`config.mk`:
```
export PLATFORM = sky130hd
export DESIGN_NAME = cwmf_ram
export DESIGN_NICKNAME = d
export VERILOG_FILES = /design/src/rtl/cwmf_ram.sv
export SDC_FILE = /design/constraint.sdc
export NUM_CORES = 2
export LEC_CHECK = 0
export BUFFER_PORTS_ARGS = -buffer_cell sky130_fd_sc_hd__buf_2
export CORE_MARGIN = 3
export CORE_UTILIZATION = 45
export DETAILED_ROUTE_END_ITERATION = 12
export PLACE_DENSITY = 0.7
export SYNTH_ARGS = -nofsm -noshare
export SYNTH_HDL_FRONTEND = slang
export SYNTH_SLANG_ARGS = --single-unit
```
`constraint.sdc`:
```
create_clock -name clk -period 2.8 [get_ports clk]
set_input_delay 0.14 -clock clk [delete_from_list [all_inputs] [get_ports clk]]
set_output_delay 0.14 -clock clk [all_outputs]
set_load 0.03 [all_outputs]
```
`src/rtl/cwmf_ram.sv`:
```
// ----------------------------------------------------------------------------
// cwmf_ram
// generic simple dual-port ram, one write and one registered read port
// ----------------------------------------------------------------------------
module cwmf_ram #(
    parameter int WIDTH = 8,
    parameter int DEPTH = 256
) (
    input  logic                     clk,
    input  logic                     we,
    input  logic [$clog2(DEPTH)-1:0] waddr,
    input  logic [WIDTH-1:0]         wdata,
    input  logic [$clog2(DEPTH)-1:0] raddr,
    output logic [WIDTH-1:0]         rdata
);

    logic [WIDTH-1:0] mem [DEPTH];

    // read returns the old contents on a same-address write
    always_ff @(posedge clk)
    begin
        if (we)
        begin
            mem[waddr] <= wdata;
        end
        rdata <= mem[raddr];
    end

endmodule

```
After elaboration in Yosys (flattened, before gate mapping)
Memory sizes are Yosys's and may differ from the RTL's. A register that Yosys moved wholly into a read port is not among the register bits.
Cells that the tools add are included.
W data, S select, Z words.

cells by class
  mux-type cells = 2

operators with widths
  kind     count
  $mux W1  2

word-level totals
  input bits = 26
  memories = 1
  memory bits (writable) = 2048
  output and inout port bits = 8
  bits in registers = 0
  logic and storage cells = 3

memories
  name  depth  width  rd ports  clocked after Yosys merged registers in  wr ports  RTL line  RTL
  mem   256    8      1         1                                        1         17        logic [WIDTH-1:0] mem [DEPTH];

Longest topological paths before layout
  depth in word-level cells = 2
  depth in mapped cells = 11
  depth with buffers taken out = 6

Worst setup path after synthesis
OpenSTA, ideal clock, no wires.

  kind = input -> register
  start = input raddr[0]
  end = register rdata[2] (read register of mem)
  arrival = 1947 ps
  cell stages on the path = 9
  path buffers = 4
  setup time = 131 ps
  data required time = 2669 ps
  setup slack = 722 ps
  cell sequence = buf_6 buf_12 buf_8 buf_2 mux4_2 a22oi_1 a21oi_1 nor4_1 nor4_2

RTL lines
  item         RTL line  RTL
  from (decl)  13        input logic [$clog2(DEPTH)-1:0] raddr,
  to (decl)    14        output logic [WIDTH-1:0] rdata

==> metrics.yaml <==
sta:
  min_period_ns: 2.58
  setup_total_negative_slack_ns: 0
  skew_ns: 0.0336
  timing.hold.ws_ns: 0.0223
  finalWorstSetupSlack_ns: 0.220
  rsz_0062_raised_after_global_routing: "no"
  tightest_pin_transition_ns: 0.874
  timing.final.hold_violations: 0
  slew_violations: 0
  final-setup-viol-count: 0
  min_period_over_period_pct: 92.2
  achievable-frequency_mhz: 388
  slew_headroom_pct: 41.5
global_route:
  initial_antenna_violation_count: 9
  globalRouteOverflowTotal: 0
  grt_start_max_net_pins: 107
  grt_pass1_wl_um: 287000
  first_global_vias: 41000
  groute.usage.overall_pct: 21.7
worst_hold_path:
  timing.hold.worst.class: "input pin to flop"
  whs_path_depth: 1
cells_and_area:
  regArea_sq_um: 61700
  area_growth_pct: 16.8
  fill_cells: 13100
  layout-drive-gt1-share_pct: 30.4
  stdcell_count: 6811
  final_nets: 4347
  multi_input_comb_area_sq_um: 16500
clocking:
  clkTransAtPathRegs_ns: 0.06
  ctsRootBufferMaster: "clkbuf_16"
  maximum_root_to_sink_buffer_count: 3
  tritoncts: "built"
  tritoncts_num_sinks: 2056
  cts.repair_timing.setup_buffer_count: 0
  ctsHtreeMaxLevel: 4
  cts-buffers-inserted: 193
  clk-insertion-delay-late_ns: 0.84
die:
  core_region_area_sq_um: 175000
  io_pins: 34
  die_h_um: 426
  initial_core_util_pct: 45.5
  die_area_sq_um: 182000
  site_rows: 153
  die_w_um: 426
routing:
  drt-pass1-iter-count: 5
  avgViaCountPerCell: 6.01
  detail_route.wl_per_cell_um: 28.8
  drt_wl_total_um: 196000
  drt-initial-drc-count: 5671
  drc: 0
  ant_nets: 0
  routed_vias: 40900
worst_setup_path:
  cp_startpoint_kind: "flop"
  crit-reg2reg-launch: "mem[83][3]"
  critPathLaunch: "mem[83][3]"
  timing.critical_path.required_ns: 3.47
  r2r.worst_path.cells: 7
  worstSetupPathType: "flop to flop"
  max_stage_delay_ns: 0.52
  worst_path_maximum_fanout: 1
  timing.reg2reg.setup_slack_ns: 0.22
  cp.arrival_ns: 3.25
  timing.critical_path.to: "rdata[3]"
  cp-end-kind: "flop"
  cp_max_delay_cell: "nor3_2"
  cp_cell_sequence: "mux4_2 -> a22o_1 -> a221oi_1 -> buf_4 -> o32ai_1 -> nor3_2 -> nor4_1"
  r2r_path_end: "rdata[3]"
synthesis:
  synth_sequential_area_ratio_pct: 77.5
  synth.cell_area_sq_um: 79600
  synthesis.nets: 3759
  synth_cells: 3733
  most_used_flip_flop_cell_after_synthesis: "edfxtp_1"
  synthesis.yosys.warnings: 0
  synth.ff_latch_count: 2056
  yosys.cell_types.count: 55
  postSynthAreaPerCell_sq_um: 21.3
  ys_async_sr_fraction_pct: 0
  synth_edf_count: 2048
run:
  maxCapViolCount: 0
power:
  power_leakage_uw: 0.0298
  worst_ir_drop_vdd_mv: 0.511
  power.density_cell_area_nw_per_um2: 684
placed_design:
  place_ws_ns: -0.382
  place.detailed.instances: 6439
  port-buffer-count: 33
  detailed_place_hpwl_um: 126000
  finalWeightedCongestion: 0.874
outcome:
  outcome: "completed"
## cell type report
type / instances / share of cell area [%]
Antenna cell: 4 / 0.0108
Tap cell: 2325 / 3.13
Multi-Input combinational cell: 1442 / 17.8
Clock inverter: 109 / 1.30
Inverter: 2 / 0.00808
Timing Repair Buffer: 626 / 5.92
Sequential cell: 2056 / 66.4
Clock buffer: 247 / 5.53
## state kept, by name (all words and copies together), names as in the netlist
register  count
mem        2048
rdata         8
## synth_stat cells (all sizes together) (10+ instances only)
master	n	area, sq um
edfxtp	2048	61500
mux4	456	10300
nor2	282	1060
mux2i	134	1340
a22oi	133	998
buf	122	1030
clkbuf	111	417
a21oi	96	480
o221ai	47	418
nand3	34	170
nand2	33	124
nor2b	31	194
o22ai	28	175
nor4	27	188
nor3	22	110
a211oi	16	120
a221oi	14	129
o21ai	12	60.1
nand4	10	62.6
o211ai	10	75.1
## per-layer routing
layer / global-route usage [%] / up-vias / wire length, um
met5: 0 / - / 0
met4: 7.07 / 0 / 6460
met3: 4.44 / 357 / 19600
met2: 34.1 / 2302 / 94200
met1: 30.7 / 21400 / 75700
li1: - / 16900 / -
## worst min path at each step
stage | from | to | slack [ns]
5_1_grt | wdata[3] | mem[203][3] | 0.06
6_report | wdata[3] | mem[203][3] | 0.02
3_5_place_dp | rdata[0] | rdata[0] | 0.65
4_1_cts | waddr[7] | mem[247][5] | 0.004
2_1_floorplan | wdata[0] | mem[0][0] | 0.24
3_3_place_gp | wdata[6] | mem[50][6] | 0.67
## power by group
| group | internal (uW) | total (uW) | switching, uW |
|---|---|---|---|
| Combinational | 1330 | 3440 | 2110 |
| Sequential | 33900 | 34000 | 55.5 |
| Clock | 14900 | 26200 | 11300 |
| Total | 50100 | 63600 | 13500 |
## placed cells by master (no fill, tap or decap), drive strengths merged, types with 33 or more instances in the layout
cell type and instances:
nand2 33, a21oi 96, nor2 282, clkinv 77
mux4 456, o221ai 47, nand3 34, mux2i 134
buf 606, clkbuf 255, edfxtp 2048, a22oi 133
## cells by family (layout without fill, tap and decap cells)
group	Yosys count	count (layout)	synth area share, %
buf+inv	235	984	1.83
compound gates	385	385	3.42
simple gates	466	466	2.63
mux	591	591	14.6
flops	2056	2056	77.5
other cells	0	4	0
## metrics by stage
step	util, %	power, uW	cell area, sq um
floorplan	-	36300	79600
global placement	49.5	38000	86400
detailed placement	49.5	38000	86400
CTS	53.2	63900	92900
global route	53.2	65300	92900
finish	53.2	63600	92900
## critical path, delay by kind of cell, from the launching register on
kind | cells | cell delay (ns)
AOI/OAI and AO/OA | 3 | 0.69
and+or+nand+nor | 2 | 0.66
muxes | 1 | 0.48
DFF | 1 | 0.37
buffers and inverters | 1 | 0.22
## repair_timing
| action | in CTS | in global routing |
|---|---|---|
| hold buffers | 12 | 0 |
| hold endpoints to repair | 341 | 0 |
| endpoints found under the setup margin | 1 | 1 |
| resized for setup | 1 | 1 |
Note: power is estimated with default switching activity, not from simulation.
